`src/design/lkvc_pkg.sv`:
```
// Package with constants and types of the LRU key-value cache.
package lkvc_pkg;

    localparam int CAP       = 8;
    localparam int CNT_W     = $clog2(CAP + 1);
    localparam int KEY_W     = 16;
    localparam int VAL_W     = 32;
    localparam int CFG_W     = 4;
    localparam int CAP_RESET = (CAP < 8) ? CAP : 8;

    typedef enum logic {
        FUNC_GET = 1'b0,
        FUNC_PUT = 1'b1
    } func_t;

    typedef struct packed {
        func_t                    func;
        logic [KEY_W-1:0]         key;
        logic signed [VAL_W-1:0]  value;
    } req_t;

    typedef struct packed {
        logic                     hit;
        logic signed [VAL_W-1:0]  read_value;
        logic                     evicted;
        logic [KEY_W-1:0]         evicted_key;
    } rsp_t;

    typedef struct packed {
        logic [KEY_W-1:0]         key;
        logic signed [VAL_W-1:0]  value;
    } entry_t;

    typedef struct packed {
        logic                     hit;
        logic                     full;
        logic [KEY_W-1:0]         key;
    } cell_ctrl_t;

endpackage

```
`src/design/lkvc_cell.sv`:
```
// One recency slot of the cache: holds an entry and shifts in its neighbor's entry.
module lkvc_cell
    import lkvc_pkg::*;
(
    input  logic        clk,
    input  logic        rst_n,
    input  cell_ctrl_t  ctrl,
    input  logic        pass_in,
    input  entry_t      up_entry,
    input  logic        up_valid,
    input  logic        down_valid,
    output logic        pass_out,
    output entry_t      entry,
    output logic        valid,
    output logic        match,
    output logic        tail
);

    entry_t entry_reg;
    entry_t entry_next;
    logic   valid_reg;
    logic   valid_next;

    always_comb
    begin
        match    = valid_reg && (entry_reg.key == ctrl.key);
        tail     = valid_reg && !down_valid;
        pass_out = pass_in && (ctrl.hit ? !match : (ctrl.full ? !tail : valid_reg));
        entry_next = pass_in ? up_entry : entry_reg;
        valid_next = pass_in ? up_valid : valid_reg;
    end

    always_ff @(posedge clk or negedge rst_n)
    begin
        if (!rst_n)
        begin
            valid_reg <= 1'b0;
        end
        else
        begin
            valid_reg <= valid_next;
        end
    end

    always_ff @(posedge clk)
    begin
        entry_reg <= entry_next;
    end

    assign entry = entry_reg;
    assign valid = valid_reg;

endmodule

```
`src/design/lru_key_value_cache_unit.sv`:
```
// Top level of the LRU key-value cache: request register, cell chain and result register.
// An accepted request is captured in the request register and sets busy; its result is then registered with done.
// A new request is not taken while busy is high; busy is high in the cycle the cell chain updates.
// The cell chain keeps entries in recency order and shifts them as a request updates it.
// Reset empties the cache and sets capacity to its full value; results cannot be stalled.
module lru_key_value_cache_unit
    import lkvc_pkg::*;
(
    input  logic              clk,
    input  logic              rst_n,
    input  logic              start,
    output logic              busy,
    input  req_t              req,
    input  logic              cfg_we,
    input  logic [CFG_W-1:0]  cfg_wdata,
    output logic              done,
    output rsp_t              rsp
);

    req_t              req_reg;
    logic              busy_reg;
    logic              done_reg;
    rsp_t              rsp_reg;
    rsp_t              rsp_next;
    logic [CNT_W-1:0]  capacity_reg;
    logic [CNT_W-1:0]  capacity_next;
    logic [CNT_W-1:0]  occupied_reg;
    logic [CNT_W-1:0]  occupied_next;

    cell_ctrl_t        ctrl;
    entry_t            head_entry;
    entry_t            cell_entry [CAP];
    logic [CAP-1:0]    cell_valid;
    logic [CAP-1:0]    cell_match;
    logic [CAP-1:0]    cell_tail;
    logic [CAP-1:0]    pass;

    logic                     hit;
    logic                     full;
    logic                     is_put;
    logic signed [VAL_W-1:0]  hit_value;
    logic [KEY_W-1:0]         tail_key;

    assign hit    = |cell_match;
    assign full   = (occupied_reg >= capacity_reg);
    assign is_put = (req_reg.func == FUNC_PUT);

    always_comb
    begin
        hit_value = '0;
        tail_key  = '0;
        for (int i = 0; i < CAP; i++)
        begin
            if (cell_match[i])
            begin
                hit_value = hit_value | cell_entry[i].value;
            end
            if (cell_tail[i])
            begin
                tail_key = tail_key | cell_entry[i].key;
            end
        end
    end

    always_comb
    begin
        ctrl.hit         = hit;
        ctrl.full        = full;
        ctrl.key         = req_reg.key;
        head_entry.key   = req_reg.key;
        head_entry.value = (hit && !is_put) ? hit_value : req_reg.value;
    end

    assign pass[0] = busy_reg && (hit || is_put);

    for (genvar i = 0; i < CAP; i++)
    begin : g_cell
        entry_t up_entry;
        logic   up_valid;
        logic   down_valid;

        if (i == 0)
        begin : g_head
            assign up_entry = head_entry;
            assign up_valid = 1'b1;
        end
        else
        begin : g_body
            assign up_entry = cell_entry[i-1];
            assign up_valid = cell_valid[i-1];
        end

        if (i == CAP - 1)
        begin : g_last
            assign down_valid = 1'b0;
            lkvc_cell u_cell (
                .clk        (clk),
                .rst_n      (rst_n),
                .ctrl       (ctrl),
                .pass_in    (pass[i]),
                .up_entry   (up_entry),
                .up_valid   (up_valid),
                .down_valid (down_valid),
                .pass_out   (),
                .entry      (cell_entry[i]),
                .valid      (cell_valid[i]),
                .match      (cell_match[i]),
                .tail       (cell_tail[i])
            );
        end
        else
        begin : g_mid
            assign down_valid = cell_valid[i+1];
            lkvc_cell u_cell (
                .clk        (clk),
                .rst_n      (rst_n),
                .ctrl       (ctrl),
                .pass_in    (pass[i]),
                .up_entry   (up_entry),
                .up_valid   (up_valid),
                .down_valid (down_valid),
                .pass_out   (pass[i+1]),
                .entry      (cell_entry[i]),
                .valid      (cell_valid[i]),
                .match      (cell_match[i]),
                .tail       (cell_tail[i])
            );
        end
    end

    always_comb
    begin
        rsp_next.hit         = hit;
        rsp_next.read_value  = (hit && !is_put) ? hit_value : '0;
        rsp_next.evicted     = !hit && is_put && full;
        rsp_next.evicted_key = (!hit && is_put && full) ? tail_key : '0;

        occupied_next = occupied_reg;
        if (busy_reg && !hit && is_put && !full)
        begin
            occupied_next = occupied_reg + CNT_W'(1);
        end

        capacity_next = capacity_reg;
        if (cfg_we && (occupied_reg == '0))
        begin
            priority if (cfg_wdata == '0)
            begin
                capacity_next = CNT_W'(1);
            end
            else if (int'(cfg_wdata) > CAP)
            begin
                capacity_next = CNT_W'(CAP);
            end
            else
            begin
                capacity_next = CNT_W'(cfg_wdata);
            end
        end
    end

    always_ff @(posedge clk or negedge rst_n)
    begin
        if (!rst_n)
        begin
            busy_reg     <= 1'b0;
            done_reg     <= 1'b0;
            occupied_reg <= '0;
            capacity_reg <= CNT_W'(CAP_RESET);
        end
        else
        begin
            busy_reg     <= start && !busy_reg;
            done_reg     <= busy_reg;
            occupied_reg <= occupied_next;
            capacity_reg <= capacity_next;
        end
    end

    always_ff @(posedge clk)
    begin
        if (start && !busy_reg)
        begin
            req_reg <= req;
        end
        if (busy_reg)
        begin
            rsp_reg <= rsp_next;
        end
    end

    assign busy = busy_reg;
    assign done = done_reg;
    assign rsp  = rsp_reg;

endmodule

```
`config.mk`:
```
export PLATFORM = sky130hd
export DESIGN_NAME = lru_key_value_cache_unit
export DESIGN_NICKNAME = d
export VERILOG_FILES = /design/src/design/lkvc_pkg.sv /design/src/design/lkvc_cell.sv /design/src/design/lru_key_value_cache_unit.sv
export SDC_FILE = /design/constraint.sdc
export NUM_CORES = 1
export LEC_CHECK = 0
export BUFFER_PORTS_ARGS = -buffer_cell sky130_fd_sc_hd__buf_2
export CORE_MARGIN = 4
export CORE_UTILIZATION = 65
export CTS_BUF_LIST = sky130_fd_sc_hd__clkbuf_4
export DETAILED_ROUTE_END_ITERATION = 16
export GPL_TIMING_DRIVEN = 0
export PLACE_DENSITY = 0.84
export REMOVE_ABC_BUFFERS = 1
export SLEW_MARGIN = 20
export SYNTH_ARGS = -nofsm -noshare
export SYNTH_HDL_FRONTEND = slang
export SYNTH_SLANG_ARGS = --single-unit
```
`constraint.sdc`:
```
create_clock -name clk -period 16.5 [get_ports clk]
set_input_delay 0.825 -clock clk [delete_from_list [all_inputs] [get_ports clk]]
set_output_delay 0.825 -clock clk [all_outputs]
set_load 0.05 [all_outputs]
```
==> results of run 1 <==
[metal layers]
layer	up-vias	global-route usage (%)
met5	-	0
li1	5243	-
met1	6302	42.42
met2	1057	49.24
met4	2	15.85
met3	226	7.182
[layout make-up]
class | instances | area, sq um
Antenna cell | 3 | 7.507
Clock buffer | 187 | 1404
Clock inverter | 31 | 192.7
Fill cell | 1648 | 7231
Inverter | 13 | 52.55
Multi-Input combinational cell | 597 | 4898
Sequential cell | 501 | 14960
Tap cell | 396 | 495.5
Timing Repair Buffer | 153 | 1348
[metrics by stage]
| stage | worst slack [ns] | std cells |
|---|---|---|
| 3_3_place_gp | 3.579 | 1615 |
| 5_1_grt | 11.30 | 1880 |
| 4_1_cts | 11.55 | 1878 |
| 2_1_floorplan | 9.281 | 1111 |
| 6_report | 11.41 | 1881 |
| 3_5_place_dp | 11.64 | 1659 |
[critical path, stage by stage, from the launching register on]
cell and delay, ns:
edfxtp_1 0.61, xnor2_2 0.32, nand4_1 0.19, or4b_4 0.57, nor4_4 0.74, buf_4 0.36, or4_4 0.19, nor2_2 0.09
clkinv_2 0.13, o21ai_1 0.15, nor3_2 0.59, buf_4 0.33, buf_4 0.24, buf_4 0.24
[cell usage after synthesis, types with 4 or more instances]
master	instances	area (sq um)
edfxtp_1	483	14500
a22oi_1	64	480.5
inv_1	11	41.29
nor4_1	12	75.07
a31oi_2	8	100.1
and3_1	6	37.54
buf_6	4	45.04
a21oi_1	23	115.1
nand2_1	44	165.2
buf_2	17	85.08
o22ai_1	4	25.02
nor3_1	6	30.03
clkbuf_1	45	168.9
nor2b_1	8	50.05
nand4_1	20	125.1
a221oi_1	64	560.5
mux2_1	5	56.30
nand2b_1	4	25.02
a21o_1	33	247.7
a22o_1	50	437.9
nand3_1	8	40.04
buf_4	5	37.54
o21ai_0	17	85.08
xor2_1	45	394.1
xnor2_1	83	727.0
a31oi_4	20	425.4
ha_1	6	75.07
dfrtp_1	17	425.4
nor2_1	18	67.56
a31oi_1	5	31.28
[cells by family (layout without fill, tap and decap cells)]
logic type / Yosys count / in the layout / synth area share, %
compound gates: 307 / 307 / 13.27
fa+ha+maj: 6 / 6 / 0.3726
other cells: 0 / 3 / 0
mux: 7 / 7 / 0.3913
flops: 501 / 501 / 74.24
simple gates: 146 / 146 / 4.000
buf+inv: 84 / 384 / 1.919
xor+xnor: 131 / 131 / 5.807
[power groups by stage]
stage	registers [mW]	clock network [mW]	logic, mW
4_1_cts	1.57	1.05	0.379
6_report	1.58	1.05	0.386
5_1_grt	1.58	1.13	0.408
2_1_floorplan	1.62	0	0.183
3_5_place_dp	1.60	0	0.369
3_3_place_gp	1.60	0	0.327
[path summary, 6_finish.rpt]
check                                                           start  slack [ns]                                          end
max                                                 ctrl[9]$_DFFE_PP_       11.41    g_cell[1].g_mid.u_cell.entry[5]$_DFFE_PP_
min                                                           req[19]        0.15                        req_reg[19]$_DFFE_PP_
max reg2reg                                         ctrl[9]$_DFFE_PP_       11.41    g_cell[1].g_mid.u_cell.entry[5]$_DFFE_PP_
min reg2reg                g_cell[6].g_mid.u_cell.entry[11]$_DFFE_PP_        0.44  g_cell[7].g_last.u_cell.entry[11]$_DFFE_PP_
max in group asynchronous                                       rst_n       15.62                               busy$_DFF_PN0_
min in group asynchronous                                       rst_n        0.50     g_cell[3].g_mid.u_cell.valid$_DFFE_PN0P_
==> summary.md, run 1 <==
| Metric | Value |
|---|---|
| Status | finished clean |
| Dominant synthesized flop cell | edfxtp_1 |
| Post-Route M1 WL | ~19 mm |
| Tmin final | roughly 5.1 ns |
| GPL Wtd Cong | approximately 0.91 |
| Final hold vios | 0 |
| FF+latch count, synth | around 500 |
| Post-layout util | between 70% and 80% |
| Post_cts resized | 0 |
| Metal3 WL | between 6 and 7 mm |
| Int Pwr | roughly 2.2 mW |
| Clock Pin Slew Worst Setup and Hold Paths | ~0.070 ns |
| Vias | roughly 13000 |
| Detail Placement HPWL | approximately 32 mm |
| Initial DRC Count | roughly 1700 |
| Final period util | between 30 and 40% |
| Setup TNS | 0 ns |
| Clock sinks | between 500 and 600 |
| Tightest Hold Check Type | in2reg |
| Switching Share | between 20 and 30% |
| CTS tree | yes |
| First-pass GRT wire length | around 80 mm |
| Synth Warn # | 0 |
| Worst VDD drop | 0.00007511 V |
| Clock power frac | 34.9% |
| Clock skew | 0.06668 ns |
| Router iterations before antenna repair | 5 |
| Initial Util | between 60% and 70% |
| FP Rows | 64 |
| Core Box Area | 30590 sq um |
| Antenna Violating Nets Remaining | 0 |
| FFs w/ async S/R, synth | under 10% |
| Worst skew pair latency | between 0.8 and 0.9 ns |
| Synth-to-Final Area Change | 15.95% |
| Mapped Avg Cell Area | ~17 sq um |
| Vias in the first global route | between 10000 and 15000 |
| Die Wd | about 180 um |
| H-tree depth | 3 |
| GRT Overall Usage | approximately a third |
| Final Max Slew Viols | 0 |
| Critical Path RT | approximately 17 ns |
| Post-Route WL | 53.19 mm |
| Drt via density | about 6.8 |
| FMAX | slightly below 200 MHz |
| DR top layer | met5 |
| Most frequent cells in the layout | edfxtp_1, clkbuf_4, buf_2 |
| Critical Setup Path Class | reg2reg |
| WL met2 | approximately 25 mm |
| Reg2Reg Depth | 13 |
| EDFF count, synth | around 480 |
| Worst Path Arrival | around 5.6 ns |
| Largest net degree at the start of global routing | between 40 and 50 |
| Clock tree buffer depth | 3 |
| Die H | around 180 um |
| Boundary pin count | about 110 |
| Gate power share | 12.8% |
| Element type at the critical path end | register |
| RSZ-0062 raised after global routing | no |
| Max_cap viols | 0 |
| Initial antenna violation count | 3 |
| Final setup viols | 0 |
| Slew margin rel. | between 20% and 30% |
| Setup Buffers After CTS | 0 |
| CP Max Fanout | 11 |
| Root buf cell | clkbuf_4 |
| Yosys cell types | 63 |
| Cell leakage power | slightly below 8 nW |
| Largest register FFs | between 300 and 400 |
| Number of cells on the worst hold path | 1 |
| Reg power frac | a little over half |
| Die ar. | approximately 34000 sq um |
| Pwr Density | about 130 nW/um^2 |
| Sequential area share after synthesis | 74.24% |
| Synthesized area | 20150 sq um |
| Slew @ Worst Pin | between 1 and 1.5 ns |
| GR Overflow Total | 0 |
| Final hold slack | between 0.1 and 0.15 ns |
| Area of placed instances | about 22000 sq um |
| Switch Pwr | 852.7 uW |
| DRC Markers | 0 |
| Wirelength per Cell | roughly 28 um |
| Final Power | ~3 mW |
| Layout cell share with drive strength beyond 1 | 28.00% |
| Nets | 1449 |
| I/O Buffers | approximately 110 |
| CP Launch Type | register |
| Final instance area | about 23000 sq um |
| # hold bufs at CTS | 1 |
| Most common cell after layout, fill and taps aside | edfxtp_1 |
| Cells after synthesis | ~1200 |
| TritonCTS Buffers | 120 |
No activity file was read; power rests on OpenSTA's default activity.
==> run 2: changes to the inputs <==
Settings changed: CORE_UTILIZATION 65 to 63, PLACE_DENSITY 0.84 to 0.82.
Clock period 16.5 ns to 4.9 ns, I/O delays scaled along.
==> run 2 against run 1 <==
Die area rose by 3.0%. Via count rose by 3.6%. Sequential power rose to 3.4 times the previous value. Hold slack got worse by 0.040 ns. Highest routed layer is now met4. Utilization fell by 0.48 points. Final cell count rose by 3.4%. Global-route usage rose by 1.2 points. Maximum frequency rose by 8.9%. Clock power rose to 3.4 times the previous value. Power rose to 3.4 times the previous value. First-iteration DRC count rose by 21%. Final area rose by 2.5%.
==> summary.md, run 2 (synthesis gave the netlist of run 1 again) <==
| Metric | Value |
|---|---|
| CP Launch Type | register |
| Vias | 13290 (+3.6%) |
| FMAX | 213.8 MHz (+8.9%) |
| RSZ-0062 raised after global routing | no |
| Worst skew pair latency | 0.88 ns (+0.03 ns) |
| Detail Placement HPWL | 32.15 mm (-0.42%) |
| Final setup margin | 0.2231 ns (-11.19 ns) |
| Crit path max-delay family | simple AND/OR/NAND/NOR gates |
| First-pass GRT wire length | 86.37 mm (+8.2%) |
| Pwr Density | 427.4 nW/um^2 (+230%) |
| DRC Markers | 0 (unchanged) |
| Clock power frac | 34.6% (-0.3 points) |
| Crit path largest cell delay | 0.65 ns (-0.09 ns) |
| Most common cell after layout, fill and taps aside | edfxtp_1 |
| Final setup viols | 0 (unchanged) |
| Cell leakage power | 8.158 nW (+3.3%) |
| Boundary pin count | 109 (unchanged) |
| Die Wd | 186.8 um (+1.5%) |
| Largest register FFs | 336 (unchanged) |
| Gate power share | 13.5% (+0.7 points) |
| Worst VDD drop | 0.0002611 V (+250%) |
| Tightest Hold Check Type | in2reg |
| Initial DRC Count | 2062 (+21%) |
| Router iterations before antenna repair | 7 (+2) |
| Synth-to-Final Area Change | 18.86% |
| Status | finished clean |
| Initial antenna violation count | 1 (-2) |
| Critical Path RT | 5.57 ns (-11.43 ns) |
| Slew @ Worst Pin | 1.171 ns (+0.001610 ns) |
| Final Max Slew Viols | 0 (unchanged) |
| TritonCTS Buffers | 118 (-1.7%) |
| GPL Wtd Cong | 0.8943 (-1.5%) |
| Seq. cell area | 14960 sq um (unchanged) |
| Post-layout util | 75.88% (-0.48 points) |
| Wirelength per Cell | 29.53 um (+4.4%) |
| Die ar. | 34900 sq um (+3.0%) |
| Element type at the critical path end | register |
| Clock tree buffer depth | 3 (unchanged) |
| GR Overflow Total | 0 (unchanged) |
| Tmin final | 4.677 ns (-0.4144 ns) |
| FP Rows | 65 (+1.6%) |
| Slew margin rel. | 21.94% (-0.11 points) |
| Buf/Inv on CP | 2 (-3) |
| Core Box Area | 31560 sq um (+3.2%) |
| Drt via density | 6.835 (+0.21%) |
| GRT Overall Usage | 32.71% (+1.2 points) |
| Final hold vios | 0 (unchanged) |
| Final hold slack | 0.1097 ns (-0.04028 ns) |
| CTS tree | yes |
| Largest net degree at the start of global routing | 41 (-4.7%) |
| Critical Setup Path Class | reg2reg |
| Antenna Violating Nets Remaining | 0 (unchanged) |
| Most frequent cells in the layout | edfxtp_1, clkbuf_4, buf_2 |
| Switch Pwr | 2.968 mW (+250%) |
| Post_cts resized | 0 (unchanged) |
| Switching Share | 29.01% (+0.71 points) |
| Clock Pin Slew Worst Setup and Hold Paths | 0.08 ns (about the same) |
| Max_cap viols | 0 (unchanged) |
| Final period util | 95.45% (+65 points) |
| H-tree depth | 3 (unchanged) |
| Nets | 1511 (+4.3%) |
| I/O Buffers | 108 (unchanged) |
| Pre-CTS setup slack | 0.3877 ns (-11.25 ns) |
| Clock sinks | 501 (unchanged) |
| Int Pwr | 7.265 mW (+240%) |
| Cell Count Post-Placement | 1671 (+0.72%) |
| Vias in the first global route | 13910 (+5.9%) |
| Fin cells | 1945 (+3.4%) |
| Multi-input gate area | 4898 sq um (unchanged) |
| Layout cell share with drive strength beyond 1 | 27.30% (-0.70 points) |
| CP Max Fanout | 29 (+18) |
| Reg power frac | 51.9% (-0.4 points) |
| Root buf cell | clkbuf_4 |
| Worst Path Arrival | 5.35 ns (-0.24 ns) |
| Clock skew | 0.1024 ns (+0.03573 ns) |
| Die H | 186.8 um (+1.5%) |
| Crit-path cells | xnor2_1, nand4_1, nor4_1, and3_2, buf_12, nor4_1, a21oi_4, and3_4, buf_12, mux2_1 |
| CP max stage cell | a21oi_4 |
| Fillcell total | 1698 (+3.0%) |
| Initial Util | 63.84% (-2.0 points) |
| Post-Route WL | 57.44 mm (+8.0%) |
## run 2: cell types whose count changed in the layout (fill, tap and decap cells not counted), moves of 3 or more
cell,change
buf_12,+3
clkinv_1,-4
dlygate4sd3_1,+58
buf_6,+6
## run 2: area by class of cell
cell class	count	share of cell area, %
clock inverter	26	0.5486
multi-input combinational	597	20.46
sequential	501	62.48
inverter	13	0.2195
timing repair buffer	217	8.292
antenna	1	0.01045
tap	402	2.101
clock buffer	188	5.894
## run 2: power by group through the flow
stage / Clock [mW] / Sequential (mW) / Combinational, mW
3_3_place_gp: 0 / 5.39 / 1.11
2_1_floorplan: 0 / 5.46 / 0.615
4_1_cts: 3.48 / 5.29 / 1.33
6_report: 3.54 / 5.31 / 1.38
3_5_place_dp: 0 / 5.38 / 1.27
5_1_grt: 3.77 / 5.33 / 1.45
## run 2: per-layer routing
layer / global-route usage (%) / wire (um) / vias to the layer above
li1: - / - / 5362
met1: 42.18 / 19280 / 6380
met2: 53.02 / 27530 / 1282
met3: 8.529 / 7671 / 270
met4: 14.87 / 2947 / 0
met5: 0 / 0 / -
## run 2: path summary, 6_finish.rpt
check / startpoint / end / slack (ns) / cells after the start
worst max-delay path: ctrl[12]$_DFFE_PP_ / g_cell[6].g_mid.u_cell.valid$_DFFE_PN0P_ / 0.22 / 10
worst min-delay path: req[0] / req_reg[0]$_DFFE_PP_ / 0.11 / 2
worst max register to register: ctrl[12]$_DFFE_PP_ / g_cell[6].g_mid.u_cell.valid$_DFFE_PN0P_ / 0.22 / 10
worst min register to register: g_cell[4].g_mid.u_cell.entry[30]$_DFFE_PP_ / g_cell[5].g_mid.u_cell.entry[30]$_DFFE_PP_ / 0.41 / 0
max in group asynchronous: rst_n / busy$_DFF_PN0_ / 2.98 / 4
min in group asynchronous: rst_n / capacity_reg[3]$_DFFE_PN1P_ / 0.47 / 3
## run 2: metrics by stage
| stage | total power, mW | cell area (sq um) | setup TNS, ns |
|---|---|---|---|
| floorplan | 6.077 | 19810 | -279.21 |
| global placement | 6.502 | 20850 | -1965.87 |
| detailed placement | 6.649 | 21810 | 0 |
| CTS | 10.10 | 23940 | 0 |
| global route | 10.55 | 23950 | 0 |
| finish | 10.23 | 23950 | 0 |
## run 2: what timing repair did
action,in CTS,in global routing
buffers inserted,0,0
endpoints found under the hold margin,89,0
hold buffers,59,0
## run 2: worst reg2reg max path, stage by stage, from the launching register on
cell and delay [ns]:
edfxtp_1 0.60, xnor2_1 0.48, nand4_1 0.21, nor4_1 0.31, and3_2 0.58, buf_12 0.28
nor4_1 0.13, a21oi_4 0.65, and3_4 0.64, buf_12 0.31, mux2_1 0.38
